<file path="config.mk">
export PLATFORM = sky130hd
export DESIGN_NAME = mouse_pan_zoom_view_control
export DESIGN_NICKNAME = d
export VERILOG_FILES = /design/src/mpz_pkg.sv /design/src/mpz_zoom.sv /design/src/mpz_center.sv /design/src/mpz_corner.sv /design/src/mouse_pan_zoom_view_control.sv
export VERILOG_INCLUDE_DIRS = /design/src /design/src/src
export SDC_FILE = /design/constraint.sdc
export NUM_CORES = 2
export LEC_CHECK = 0
export CORE_MARGIN = 2
export CORE_UTILIZATION = 68
export DETAILED_ROUTE_END_ITERATION = 8
export DONT_BUFFER_PORTS = 1
export PLACE_DENSITY = 0.89
export RECOVER_POWER = 50
export SLEW_MARGIN = 40
export SYNTH_ARGS = -nofsm -noshare
export SYNTH_HDL_FRONTEND = slang
export SYNTH_SLANG_ARGS = --single-unit
</file>
<file path="constraint.sdc">
create_clock -name clk -period 20 [get_ports clk]
set_input_delay 5 -clock clk [delete_from_list [all_inputs] [get_ports clk]]
set_output_delay 5 -clock clk [all_outputs]
set_load 0.05 [all_outputs]
</file>
<file path="src/mouse_pan_zoom_view_control_assert.svh">
// Assertion macros shared by the mouse pan and zoom view control RTL.
// No dependencies; included by the modules that carry concurrent checks.
`ifndef MOUSE_PAN_ZOOM_VIEW_CONTROL_ASSERT_SVH
`define MOUSE_PAN_ZOOM_VIEW_CONTROL_ASSERT_SVH

// Same-cycle implication, disabled while reset is asserted.
`define MPZ_ASSERT_IMP(label, clk_sig, rstn_sig, ante, cons, msg) \
    label: assert property (@(posedge clk_sig) disable iff (!rstn_sig) (ante) |-> (cons)) \
        else $error(msg);

// Next-cycle implication, disabled while reset is asserted.
`define MPZ_ASSERT_NXT(label, clk_sig, rstn_sig, ante, cons, msg) \
    label: assert property (@(posedge clk_sig) disable iff (!rstn_sig) (ante) |=> (cons)) \
        else $error(msg);

`endif

</file>
<file path="src/mpz_pkg.sv">
// Package for the mouse pan and zoom view control: widths, register indexes,
// shared types and the Q4.40 to Q8.23 conversion. No dependencies.
`default_nettype none

package mpz_pkg;

    // View size in pixels
    localparam int VIEW_WIDTH  = 640;
    localparam int VIEW_HEIGHT = 480;
    localparam int VIEW_MAX    = (VIEW_WIDTH > VIEW_HEIGHT) ? VIEW_WIDTH : VIEW_HEIGHT;
    localparam int VIEW_BITS   = $clog2(VIEW_MAX + 1);

    // Field and register widths
    localparam int BYTE_W      = 8;
    localparam int STEP_W      = 20;
    localparam int ZOOM_W      = 5;
    localparam int LIMIT_W     = 26;
    localparam int CFG_IDX_W   = 2;
    localparam int CFG_DATA_W  = 26;
    localparam int MOTION_W    = 9;
    localparam int CORNER_W    = 32;

    // Fixed-point shifts: Q4.40 centre, Q8.23 outputs, steps in units of 2^-23
    localparam int FRAC_DROP   = 17;
    localparam int PAN_SHIFT   = 18;
    localparam int HALF_SHIFT  = 16;

    // Centre state and pan arithmetic
    localparam int CENTER_W    = 45;
    localparam int PAN2_W      = STEP_W + PAN_SHIFT;
    localparam int PROD_W      = MOTION_W + PAN2_W + 1;
    localparam int CSUM_W      = PROD_W + 1;

    // Half view extent and corner sums
    localparam int VPROD_W     = STEP_W + VIEW_BITS;
    localparam int HALF_W      = VPROD_W + HALF_SHIFT;
    localparam int SUM_W       = ((HALF_W > CENTER_W) ? HALF_W : CENTER_W) + 1;
    localparam int Q_W         = (SUM_W > CORNER_W + 1) ? SUM_W : CORNER_W + 1;

    // Reset values
    localparam logic [STEP_W-1:0]      STEP_RST         = STEP_W'(39000);
    localparam logic [ZOOM_W-1:0]      MAX_ZOOM_RST     = ZOOM_W'(16);
    localparam logic [LIMIT_W-1:0]     CENTER_LIMIT_RST = LIMIT_W'(58720256);
    localparam logic signed [CENTER_W-1:0] CENTER_RE_RST =
        -(CENTER_W'(1) <<< 39);

    // Register indexes
    localparam logic [CFG_IDX_W-1:0] CFG_PIXEL_STEP   = CFG_IDX_W'(0);
    localparam logic [CFG_IDX_W-1:0] CFG_MAX_ZOOM     = CFG_IDX_W'(1);
    localparam logic [CFG_IDX_W-1:0] CFG_CENTER_LIMIT = CFG_IDX_W'(2);

    // Status byte bit positions
    localparam int ST_LEFT    = 0;
    localparam int ST_RIGHT   = 1;
    localparam int ST_MIDDLE  = 2;
    localparam int ST_X_SIGN  = 4;
    localparam int ST_Y_SIGN  = 5;

    typedef struct packed {
        logic [ZOOM_W-1:0] level;
        logic              changed;
    } zoom_info_t;

    typedef struct packed {
        logic                       middle;
        logic signed [MOTION_W-1:0] mx;
        logic signed [MOTION_W-1:0] my;
    } pan_req_t;

    // Q4.40 to Q8.23, truncating toward zero and saturating to 32 bits.
    function automatic logic signed [CORNER_W-1:0] to_q23(input logic signed [SUM_W-1:0] v);
        logic signed [Q_W-1:0] wide;
        logic signed [Q_W-1:0] q;
        logic signed [Q_W-1:0] q_max;
        logic signed [Q_W-1:0] q_min;
        wide  = Q_W'(v);
        q_max = Q_W'((64'sd1 <<< (CORNER_W - 1)) - 64'sd1);
        q_min = -q_max - Q_W'(1);
        if (wide[Q_W-1])
        begin
            wide = wide + Q_W'((64'd1 << FRAC_DROP) - 64'd1);
        end
        q = wide >>> FRAC_DROP;
        if (q > q_max)
        begin
            q = q_max;
        end
        else if (q < q_min)
        begin
            q = q_min;
        end
        return q[CORNER_W-1:0];
    endfunction

endpackage

`default_nettype wire

</file>
<file path="src/mpz_zoom.sv">
// Zoom level tracker: button press edge detection and saturating zoom steps.
// Depends on mpz_pkg and the assertion macro header.
`default_nettype none
`include "mouse_pan_zoom_view_control_assert.svh"

module mpz_zoom import mpz_pkg::*;
(
    input  wire logic              clk,
    input  wire logic              rst_n,
    input  wire logic              advance,
    input  wire logic              left,
    input  wire logic              right,
    input  wire logic [ZOOM_W-1:0] max_zoom,
    output zoom_info_t             zinfo
);

    logic [ZOOM_W-1:0] zoom_level_reg, zoom_level_next;
    logic              last_left_reg, last_left_next;
    logic              last_right_reg, last_right_next;
    logic [ZOOM_W-1:0] after_up;
    logic              step_up;
    logic              step_down;

    // Left edge is applied before right edge.
    always_comb
    begin
        step_up   = left && !last_left_reg && (zoom_level_reg < max_zoom);
        after_up  = step_up ? zoom_level_reg + ZOOM_W'(1) : zoom_level_reg;
        step_down = right && !last_right_reg && (after_up != '0);
        zinfo.level   = step_down ? after_up - ZOOM_W'(1) : after_up;
        zinfo.changed = step_up || step_down;
    end

    always_comb
    begin
        zoom_level_next = zoom_level_reg;
        last_left_next  = last_left_reg;
        last_right_next = last_right_reg;
        if (advance)
        begin
            zoom_level_next = zinfo.level;
            last_left_next  = left;
            last_right_next = right;
        end
    end

    always_ff @(posedge clk or negedge rst_n)
    begin
        if (!rst_n)
        begin
            zoom_level_reg <= '0;
            last_left_reg  <= 1'b0;
            last_right_reg <= 1'b0;
        end
        else
        begin
            zoom_level_reg <= zoom_level_next;
            last_left_reg  <= last_left_next;
            last_right_reg <= last_right_next;
        end
    end

    `MPZ_ASSERT_IMP(a_zoom_move_flagged, clk, rst_n, advance && (zinfo.level != zoom_level_reg), zinfo.changed, "zoom moved without change flag")
    `MPZ_ASSERT_NXT(a_zoom_idle_hold, clk, rst_n, !advance, $stable(zoom_level_reg), "zoom moved with no word in work")

endmodule

`default_nettype wire

</file>
<file path="src/mpz_center.sv">
// View centre state in Q4.40: pan by motion times twice the step over 2^zoom, then clamp.
// Depends on mpz_pkg and the assertion macro header.
`default_nettype none
`include "mouse_pan_zoom_view_control_assert.svh"

module mpz_center import mpz_pkg::*;
(
    input  wire logic                       clk,
    input  wire logic                       rst_n,
    input  wire logic                       advance,
    input  wire pan_req_t                   pan,
    input  wire logic [ZOOM_W-1:0]          zoom,
    input  wire logic [STEP_W-1:0]          pixel_step,
    input  wire logic [LIMIT_W-1:0]         center_limit,
    output logic signed [CENTER_W-1:0]      center_re_now,
    output logic signed [CENTER_W-1:0]      center_im_now
);

    logic signed [CENTER_W-1:0] center_re_reg, center_re_next;
    logic signed [CENTER_W-1:0] center_im_reg, center_im_next;
    logic [PAN2_W-1:0]          pan2;
    logic signed [PAN2_W:0]     pan2_s;
    logic signed [PROD_W-1:0]   prod_re;
    logic signed [PROD_W-1:0]   prod_im;
    logic signed [CSUM_W-1:0]   sum_re;
    logic signed [CSUM_W-1:0]   sum_im;
    logic signed [CSUM_W-1:0]   lim;
    logic signed [CSUM_W-1:0]   clamp_re;
    logic signed [CSUM_W-1:0]   clamp_im;

    always_comb
    begin
        pan2    = {pixel_step, {PAN_SHIFT{1'b0}}} >> zoom;
        pan2_s  = $signed({1'b0, pan2});
        prod_re = PROD_W'(pan.mx) * PROD_W'(pan2_s);
        prod_im = PROD_W'(pan.my) * PROD_W'(pan2_s);
        sum_re  = CSUM_W'(center_re_reg) + CSUM_W'(prod_re);
        sum_im  = CSUM_W'(center_im_reg) - CSUM_W'(prod_im);
        lim     = $signed(CSUM_W'({center_limit, {FRAC_DROP{1'b0}}}));

        priority if (sum_re > lim)
            clamp_re = lim;
        else if (sum_re < -lim)
            clamp_re = -lim;
        else
            clamp_re = sum_re;

        priority if (sum_im > lim)
            clamp_im = lim;
        else if (sum_im < -lim)
            clamp_im = -lim;
        else
            clamp_im = sum_im;

        // The centre only moves, and is only clamped, while middle is held.
        if (pan.middle)
        begin
            center_re_now = clamp_re[CENTER_W-1:0];
            center_im_now = clamp_im[CENTER_W-1:0];
        end
        else
        begin
            center_re_now = center_re_reg;
            center_im_now = center_im_reg;
        end

        center_re_next = advance ? center_re_now : center_re_reg;
        center_im_next = advance ? center_im_now : center_im_reg;
    end

    always_ff @(posedge clk or negedge rst_n)
    begin
        if (!rst_n)
        begin
            center_re_reg <= CENTER_RE_RST;
            center_im_reg <= '0;
        end
        else
        begin
            center_re_reg <= center_re_next;
            center_im_reg <= center_im_next;
        end
    end

    `MPZ_ASSERT_NXT(a_pan_re_in_bounds, clk, rst_n, advance && pan.middle, (CSUM_W'(center_re_reg) <= $past(lim)) && (CSUM_W'(center_re_reg) >= -$past(lim)), "real centre outside clamp after pan")
    `MPZ_ASSERT_NXT(a_pan_im_in_bounds, clk, rst_n, advance && pan.middle, (CSUM_W'(center_im_reg) <= $past(lim)) && (CSUM_W'(center_im_reg) >= -$past(lim)), "imaginary centre outside clamp after pan")

endmodule

`default_nettype wire

</file>
<file path="src/mpz_corner.sv">
// Top-left corner of the view: centre minus half width, plus half height,
// converted to Q8.23. Depends on mpz_pkg.
`default_nettype none

module mpz_corner import mpz_pkg::*;
(
    input  wire logic signed [CENTER_W-1:0] center_re,
    input  wire logic signed [CENTER_W-1:0] center_im,
    input  wire logic [ZOOM_W-1:0]          zoom,
    input  wire logic [STEP_W-1:0]          pixel_step,
    output logic signed [CORNER_W-1:0]      corner_re,
    output logic signed [CORNER_W-1:0]      corner_im
);

    logic [VPROD_W-1:0]      w_prod;
    logic [VPROD_W-1:0]      h_prod;
    logic [HALF_W-1:0]       half_w;
    logic [HALF_W-1:0]       half_h;
    logic signed [SUM_W-1:0] edge_re;
    logic signed [SUM_W-1:0] edge_im;

    always_comb
    begin
        w_prod  = VPROD_W'(VIEW_WIDTH) * VPROD_W'(pixel_step);
        h_prod  = VPROD_W'(VIEW_HEIGHT) * VPROD_W'(pixel_step);
        half_w  = {w_prod, {HALF_SHIFT{1'b0}}} >> zoom;
        half_h  = {h_prod, {HALF_SHIFT{1'b0}}} >> zoom;
        edge_re = SUM_W'(center_re) - $signed(SUM_W'(half_w));
        edge_im = SUM_W'(center_im) + $signed(SUM_W'(half_h));
        corner_re = to_q23(edge_re);
        corner_im = to_q23(edge_im);
    end

endmodule

`default_nettype wire

</file>
<file path="src/mouse_pan_zoom_view_control.sv">
// Top level of the mouse pan and zoom view control: stream ports, register
// file, input and result registers. Depends on mpz_pkg, mpz_zoom, mpz_center,
// mpz_corner and the assertion macro header.
`default_nettype none
`include "mouse_pan_zoom_view_control_assert.svh"

// Takes one raw three-byte mouse packet per word and returns one word per
// packet: the zoom level, the top-left corner of the view in Q8.23 and a
// flag that is set when the zoom moved or a pan was applied. A packet is
// held in an input register, worked through combinationally (zoom step,
// pan multiply, clamp and corner conversion) and written into a result
// register, from which it is offered; one packet per cycle is sustained
// while m_tready is high, as the input register reloads in the same cycle
// that its packet moves into the result register. The zoom level, button
// history and centre are updated as each packet passes into the result
// register, so every packet sees the state left by the one before it.
// Configuration registers take effect at once and must only be written
// while no packet is in flight.
module mouse_pan_zoom_view_control import mpz_pkg::*;
(
    input  wire logic                  clk,
    input  wire logic                  rst_n,
    // Configuration write port
    input  wire logic                  cfg_we,
    input  wire logic [CFG_IDX_W-1:0]  cfg_index,
    input  wire logic [CFG_DATA_W-1:0] cfg_data,
    // Packet stream in
    input  wire logic                  s_tvalid,
    output logic                       s_tready,
    // s_tdata: status_byte [7:0], dx_byte [15:8], dy_byte [23:16]
    input  wire logic [23:0]           s_tdata,
    // View stream out
    output logic                       m_tvalid,
    input  wire logic                  m_tready,
    // m_tdata: zoom_now [4:0], corner_re [36:5], corner_im [68:37], zeros above
    output logic [71:0]                m_tdata,
    // m_tuser: view_changed [0]
    output logic                       m_tuser
);

    // Configuration registers
    logic [STEP_W-1:0]      pixel_step_reg, pixel_step_next;
    logic [ZOOM_W-1:0]      max_zoom_reg, max_zoom_next;
    logic [LIMIT_W-1:0]     center_limit_reg, center_limit_next;

    // Input register
    logic                   in_valid_reg, in_valid_next;
    logic [BYTE_W-1:0]      status_reg, status_next;
    logic [BYTE_W-1:0]      dx_reg, dx_next;
    logic [BYTE_W-1:0]      dy_reg, dy_next;

    // Result register
    logic                       out_valid_reg, out_valid_next;
    logic [ZOOM_W-1:0]          zoom_out_reg, zoom_out_next;
    logic signed [CORNER_W-1:0] corner_re_reg, corner_re_next;
    logic signed [CORNER_W-1:0] corner_im_reg, corner_im_next;
    logic                       changed_reg, changed_next;

    logic                       in_take;
    logic                       advance;
    zoom_info_t                 zinfo;
    pan_req_t                   pan;
    logic signed [CENTER_W-1:0] center_re_now;
    logic signed [CENTER_W-1:0] center_im_now;
    logic signed [CORNER_W-1:0] corner_re;
    logic signed [CORNER_W-1:0] corner_im;

    // The packet moves on whenever the result register is empty or being read.
    assign advance  = in_valid_reg && (!out_valid_reg || m_tready);
    assign s_tready = !in_valid_reg || advance;
    assign in_take  = s_tvalid && s_tready;

    always_comb
    begin
        pixel_step_next   = pixel_step_reg;
        max_zoom_next     = max_zoom_reg;
        center_limit_next = center_limit_reg;
        if (cfg_we)
        begin
            unique case (cfg_index)
                CFG_PIXEL_STEP:   pixel_step_next   = cfg_data[STEP_W-1:0];
                CFG_MAX_ZOOM:     max_zoom_next     = cfg_data[ZOOM_W-1:0];
                CFG_CENTER_LIMIT: center_limit_next = cfg_data[LIMIT_W-1:0];
                default:          ; // unknown index: write is dropped
            endcase
        end
    end

    always_comb
    begin
        status_next   = status_reg;
        dx_next       = dx_reg;
        dy_next       = dy_reg;
        in_valid_next = in_valid_reg;
        if (in_take)
        begin
            status_next   = s_tdata[7:0];
            dx_next       = s_tdata[15:8];
            dy_next       = s_tdata[23:16];
            in_valid_next = 1'b1;
        end
        else if (advance)
        begin
            in_valid_next = 1'b0;
        end
    end

    // Motions are nine-bit two's complement with the sign in the status byte.
    always_comb
    begin
        pan.middle = status_reg[ST_MIDDLE];
        pan.mx     = $signed({status_reg[ST_X_SIGN], dx_reg});
        pan.my     = $signed({status_reg[ST_Y_SIGN], dy_reg});
    end

    mpz_zoom u_zoom (
        .clk      (clk),
        .rst_n    (rst_n),
        .advance  (advance),
        .left     (status_reg[ST_LEFT]),
        .right    (status_reg[ST_RIGHT]),
        .max_zoom (max_zoom_reg),
        .zinfo    (zinfo)
    );

    mpz_center u_center (
        .clk           (clk),
        .rst_n         (rst_n),
        .advance       (advance),
        .pan           (pan),
        .zoom          (zinfo.level),
        .pixel_step    (pixel_step_reg),
        .center_limit  (center_limit_reg),
        .center_re_now (center_re_now),
        .center_im_now (center_im_now)
    );

    mpz_corner u_corner (
        .center_re  (center_re_now),
        .center_im  (center_im_now),
        .zoom       (zinfo.level),
        .pixel_step (pixel_step_reg),
        .corner_re  (corner_re),
        .corner_im  (corner_im)
    );

    always_comb
    begin
        zoom_out_next  = zoom_out_reg;
        corner_re_next = corner_re_reg;
        corner_im_next = corner_im_reg;
        changed_next   = changed_reg;
        out_valid_next = out_valid_reg;
        if (advance)
        begin
            zoom_out_next  = zinfo.level;
            corner_re_next = corner_re;
            corner_im_next = corner_im;
            // A held middle button counts as a change even with zero motion.
            changed_next   = zinfo.changed || pan.middle;
            out_valid_next = 1'b1;
        end
        else if (m_tready)
        begin
            out_valid_next = 1'b0;
        end
    end

    always_ff @(posedge clk or negedge rst_n)
    begin
        if (!rst_n)
        begin
            pixel_step_reg   <= STEP_RST;
            max_zoom_reg     <= MAX_ZOOM_RST;
            center_limit_reg <= CENTER_LIMIT_RST;
            in_valid_reg     <= 1'b0;
            out_valid_reg    <= 1'b0;
        end
        else
        begin
            pixel_step_reg   <= pixel_step_next;
            max_zoom_reg     <= max_zoom_next;
            center_limit_reg <= center_limit_next;
            in_valid_reg     <= in_valid_next;
            out_valid_reg    <= out_valid_next;
        end
    end

    // Payload registers carry no reset.
    always_ff @(posedge clk)
    begin
        status_reg    <= status_next;
        dx_reg        <= dx_next;
        dy_reg        <= dy_next;
        zoom_out_reg  <= zoom_out_next;
        corner_re_reg <= corner_re_next;
        corner_im_reg <= corner_im_next;
        changed_reg   <= changed_next;
    end

    assign m_tvalid = out_valid_reg;
    assign m_tdata  = {3'b000, corner_im_reg, corner_re_reg, zoom_out_reg};
    assign m_tuser  = changed_reg;

    `MPZ_ASSERT_NXT(a_result_follows, clk, rst_n, advance, out_valid_reg && (zoom_out_reg == $past(zinfo.level)), "packet in work did not reach the result register")
    `MPZ_ASSERT_IMP(a_middle_flags_change, clk, rst_n, advance && pan.middle, changed_next, "pan applied without change flag")

endmodule

`default_nettype wire
</file>
; Word-level counts from Yosys, hierarchy flattened
; Index checks and enable logic that the tools add are counted.
[word_totals]
register_bits = 242
output_inout_bits = 75
[op_classes]
n_addsub = 9
multipliers = 4
n_lt_le_gt_ge = 9
n_eq_ne = 2
shifts = 3
n_mux = 16
reduce_logical = 21
[op_table]
columns = operator, n
row1 = two-way mux 45 bit, 6
row2 = > comparator 49 x 44 -> 1 bit, 2
row3 = less-than comparator 49 bit, 2
row4 = multiplier 9 x 39 -> 48 bit, 2
row5 = adder 47 x 17 -> 47 bit (second input constant), 2
row6 = two-way mux 47 bit, 2
row7 = > comparator 30 x 32 -> 1 bit (second input constant), 2
row8 = less-than comparator 30 x 32 -> 1 bit (second input constant), 2
row9 = two-way mux 32 bit, 2
row10 = adder 45 x 48 -> 49 bit, 1
row11 = negation 43 -> 49 bit, 1
row12 = subtractor 45 x 48 -> 49 bit, 1
row13 = adder 45 x 47 -> 47 bit, 1
row14 = subtractor 45 x 47 -> 47 bit, 1
row15 = right shift 45 x 5 -> 46 bit, 1
row16 = right shift 46 x 5 -> 46 bit, 1
row17 = right shift 38 x 5 -> 38 bit, 1
row18 = multiplier 4 x 20 -> 24 bit (first input constant), 1
row19 = multiplier 3 x 20 -> 23 bit (first input constant), 1
row20 = two-way mux 5 bit, 2
row21 = logical AND 1 bit, 6
row22 = AND reduction 2 bit, 3
row23 = adder 5 x 1 -> 5 bit (second input constant), 1
row24 = less-than comparator 5 bit, 1
row25 = other kinds (9), 19

; Depth between registers and ports, before layout
[depth]
word_depth = 19
ltp_mapped = 74

; By module
; Synthesis repeated with hierarchy kept, for this count alone.
[unflattened]
hier_cells = 6753
hier_area_um2 = 55984.9
[by_module_without_submodules]
columns = mod, instances, cells_each, area_per_inst_um2
row1 = mpz_center, 1, 4422, 36557.6
row2 = mpz_corner, 1, 2034, 13738.2
row3 = mouse_pan_zoom_view_control, 1, 213, 4877.2
row4 = mpz_zoom, 1, 84, 812.0

; Worst setup path after synthesis
; Ideal clock, no wire load.
[synth_path]
path_type = flip-flop to flip-flop
from = register u_zoom.zoom_level_reg[1]
to = register corner_im_reg[30], data pin
setup_time_ns = 0.269
arrival_time_ns = 16.004
t_required_ns = 19.731
setup_slack_ns = 3.726
path_stages_with_launch = 68
n_path_buf = 5
period_less_slack_ns = 16.274
cell_sequence = dfrtp_1 -> ha_1 -> a21o_1 -> a21o_1 -> a21oi_1 -> o21a_1 -> xnor2_1 -> ha_1 -> and3_1 -> o2111ai_1 -> o311ai_4 -> or3b_2 -> xnor2_2 -> buf_2 -> nand2_1 -> buf_2 -> o22ai_1 -> buf_2 -> [32 not listed] -> clkbuf_1 -> o2bb2ai_1 -> ha_1 -> inv_1 -> fa_1 -> nor2b_1 -> o31ai_2 -> a2111oi_2 -> nor3_1 -> a311oi_1 -> o211ai_1 -> o2111a_1 -> nor4_2 -> nand2_1 -> or4_1 -> or4_4 -> o31ai_1 -> mux2i_1
[synth_between]
elab_chain_len = 18
elab_cells_between_ends = 23
[synth_lines]
columns = item, line_no
row1 = from (decl), mpz_zoom.sv:17  ; logic [ZOOM_W-1:0] zoom_level_reg, zoom_level_next;
row2 = from (signal assigned), mpz_zoom.sv:57  ; zoom_level_reg <= zoom_level_next;
row3 = less-than comparator 5 bit, mpz_zoom.sv:27  ; step_up = left && !last_left_reg && (zoom_level_reg < max_zoom);
row4 = logical AND 1 bit, mpz_zoom.sv:27
row5 = two-way mux 5 bit (*), mpz_zoom.sv:28  ; after_up = step_up ? zoom_level_reg + ZOOM_W'(1) : zoom_level_reg;
row6 = "parallel branches: the longest is 2 deep, another holds subtractor 5 x 1 -> 5 bit", n/a
row7 = two-way mux 5 bit (*), mpz_zoom.sv:30  ; zinfo.level = step_down ? after_up - ZOOM_W'(1) : after_up;
row8 = right shift 38 x 5 -> 38 bit (*), mpz_center.sv:33  ; pan2 = {pixel_step, {PAN_SHIFT{1'b0}}} >> zoom;
row9 = multiplier 9 x 39 -> 48 bit (*), mpz_center.sv:36  ; prod_im = PROD_W'(pan.my) * PROD_W'(pan2_s);
row10 = subtractor 45 x 48 -> 49 bit (*), mpz_center.sv:38  ; sum_im = CSUM_W'(center_im_reg) - CSUM_W'(prod_im);
row11 = [2 not listed], n/a
row12 = two-way mux 45 bit (*), mpz_center.sv:48  ; priority if (sum_im > lim)
row13 = two-way mux 45 bit (*), mpz_center.sv:56  ; if (pan.middle)
row14 = net center_im_now[0], mouse_pan_zoom_view_control.sv:64  ; logic signed [CENTER_W-1:0] center_im_now;
row15 = adder 45 x 47 -> 47 bit (*), mpz_corner.sv:29  ; edge_im = SUM_W'(center_im) + $signed(SUM_W'(half_h));
row16 = adder 47 x 17 -> 47 bit, mpz_pkg.sv:81  ; wide = wide + Q_W'((64'd1 << FRAC_DROP) - 64'd1);
row17 = two-way mux 47 bit (*), mpz_pkg.sv:79  ; if (wide[Q_W-1])
row18 = less-than comparator 30 x 32 -> 1 bit, mpz_pkg.sv:88  ; else if (q < q_min)
row19 = two-way mux 32 bit, mpz_pkg.sv:88
row20 = to (signal assigned), mouse_pan_zoom_view_control.sv:197  ; corner_im_reg <= corner_im_next;
row21 = to (decl), mouse_pan_zoom_view_control.sv:56  ; logic signed [CORNER_W-1:0] corner_im_reg, corner_im_next;
; Mark *: on every way through the listed nets, which the timed path passes.
; A chain may end at the register's enable or synchronous reset.

; Final worst setup path
[layout_path]
from = register u_zoom.zoom_level_reg[1]
to = register corner_im_reg[31], data pin
; The elaborated chain is that of the path after synthesis.

==> impl_metrics.yaml <==
setup_path:
  critPathMaxStageDelay_ns: 0.63
  cp-end-kind: "flip-flop"
  reg2reg_depth: 65
  crit_path_start_kind: "flip-flop"
  cp.required_ns: 20.35
  arrival_ns: 19.66
  cp_max_fo: 31
  setup.worst_path.class: "flip-flop to flip-flop"
  path_depth: 65
  crit_buf_inv: 7
  critPathTopFamily: "compound AO/OA/AOI/OAI gates"
  crit_slowest_cell: "xnor2_1"
  reg2reg_slack_ns: 0.70
layout:
  drive_above_1_share_pct: 8.85
  layout.cells.non_filler: 7591
  nets: 7712
  multi_input_area_um2: 43200
  area_delta_synth_final_pct: 6.32
  regArea_um2: 6450
  fillers: 5807
sta:
  slew_headroom_pct: 36.3
  finalCritPeriodShare_pct: 96.5
  tightest_slew_ns: 0.951
  final.setup_skew_ns: 0.0213
  setup_viol: 0
  hold_viol_final: 0
  maxSlewViolCount: 0
  layout_min_cycle_time_ns: 19.30
  max_freq_mhz: 51.8
floorplanning:
  pin_count: 132
  start_util_pct: 68.7
  core_um2: 79100
  die-area_um2: 82200
  die_h_um: 287
  die_x_um: 287
  rows: 103
route:
  viasPerCell: 6.56
  wl_per_cell_um: 25.7
  dr.pass1.iters: 8
  drt_wl_total_um: 195000
  drtAntennaViolNets: 0
  first_iter_violations: 5584
  drc: 0
  num_vias: 49771
clocking:
  clkSlewWorstSetupHoldPaths_ns: 0.07
  cts_buffers: 30
  worstSkewPairLatency_ns: 0.63
  ctsLongestPathBuffers: 3
  hold_buffers: 0
  cts_tree: "yes"
  clock-sinks: 239
  h-tree-depth: 1
  root_buffer: "clkbuf_16"
global_route:
  grt_pass1_wl_um: 295000
  antenna_found_initial: 7
  grt_max_degree: 151
  grt_pass1_vias: 50147
  grt-ovfl-total: 0
  grtUsageTotal_pct: 47.3
synthesis:
  synth_most_common_cell: "inv_1"
  yosysTopAreaCellShare_pct: 23.5
  synthArstFlopShare_pct: 62.8
  synth_edf_count: 89
  synthTopCellsByCount: "inv_1, nand2_1, fa_1"
  synth_seq_cells: 239
  yosys_warnings: 0
  netlist_instances: 6535
  ys.flop_type: "dfrtp_1"
  ys_types: 111
  avgSynthCellArea_um2: 8.32
  syn_area_um2: 54400
  yosys.area.top_type: "fa_1"
  netlist_top_cells_area: "fa_1, ha_1, inv_1, dfrtp_1, edfxtp_1"
  ys_seq_area_share_pct: 11.9
job:
  drv_cap: 0
hold_path:
  hold_class: "flip-flop to flip-flop"
  holdPathStages: 2
placed_design:
  dpl.cell_count: 7518
  io_buffer_count: 0
  post-dp-hpwl_um: 154000
  place_congestion: 1.08
outcome:
  outcome: "finished, final reports clean"
-- cells in the final DEF (no fill, tap or decap), types with 52 or more instances in the layout --
cell	instances
inv_1	1000
nand2_1	655
fa_1	637
ha_1	512
nor2_1	361
a21oi_1	354
and2_1	327
o21ai_0	302
buf_4	231
mux2i_1	180
xnor2_1	176
mux2_2	150
a21o_1	140
dfrtp_1	133
nand3_1	118
edfxtp_1	89
nor3_1	87
xor2_1	79
nor2b_1	75
nand4_1	75
nand2b_1	52
-- stage by stage --
step / hold slack [ns] / setup slack (ns) / TNS [ns] / instance area, µm² / util [%]
floorplan: 0.443 / 3.73 / 0 / 54400 / -
global placement: 0.454 / 0.622 / 0 / 56400 / 71.3
detailed placement: 0.470 / 0.505 / 0 / 56500 / 71.4
CTS: 0.485 / 0.362 / 0 / 57500 / 72.7
global route: 0.500 / -0.0802 / -0.146 / 57800 / 73.0
finish: 0.481 / 0.696 / 0 / 57800 / 73.1
-- worst reg2reg max path: cells and delay by family (launching register included) --
family / cells / cell delay, ns
AO/OA/AOI/OAI: 22 / 6.35
XOR/XNOR: 3 / 1.14
adder cells (fa/ha/maj): 10 / 4.30
buffers and inverters: 7 / 1.20
flip-flops: 1 / 0.44
multiplexers: 3 / 0.76
AND/OR/NAND/NOR: 20 / 4.81
-- kinds of logic (layout without fill, tap and decap cells) --
logic type / Yosys count / after routing / synth area share [%]
buffers and inverters: 1317 / 1309 / 9.30
adder cells (fa/ha/maj): 1149 / 1149 / 35.2
flip-flops: 239 / 239 / 11.9
AND/OR/NAND/NOR: 1943 / 1944 / 17.5
multiplexers: 334 / 334 / 6.49
other: 1 / 14 / 0.00690
AO/OA/AOI/OAI: 1289 / 1289 / 15.3
XOR/XNOR: 263 / 263 / 4.33
-- path summary, 6_finish.rpt --
kind                                       startpoint                         end
max                          u_zoom.zoom_level_reg[1]           corner_im_reg[31]
min                        u_center.center_im_reg[11]  u_center.center_im_reg[11]
max reg2reg                  u_zoom.zoom_level_reg[1]           corner_im_reg[31]
min reg2reg                u_center.center_im_reg[11]  u_center.center_im_reg[11]
max in group asynchronous                       rst_n        center_limit_reg[23]
min in group asynchronous                       rst_n       u_zoom.last_right_reg
-- layer usage --
| layer | wire length (µm) | vias up | track usage, % | share of wire (%) |
|---|---|---|---|---|
| li1 | - | 21765 | - | - |
| met1 | 72900 | 23945 | 60.5 | 37 |
| met2 | 81400 | 3270 | 69.4 | 42 |
| met3 | 25500 | 787 | 15.3 | 13 |
| met4 | 15400 | 4 | 29.7 | 7.9 |
| met5 | 21 | - | 0 | 0.011 |
-- final cells by class --
cell class | count | area share [%]
well taps | 1050 | 2.27
flip-flops and latches | 239 | 11.2
clock buffers | 36 | 1.37
multi-input cells | 4982 | 74.8
inverters | 1007 | 6.56
diodes | 11 | 0.0476
clock inverters | 20 | 0.407
repair buffers | 246 | 3.43
-- timing repair --
action                     CTS  global route
gates resized for setup      0            37
setup endpoints to repair    0            62
buffers inserted             0             5
Power is not shown: default switching activity piles up to over one toggle a cycle in this logic, so the estimate is an artifact.
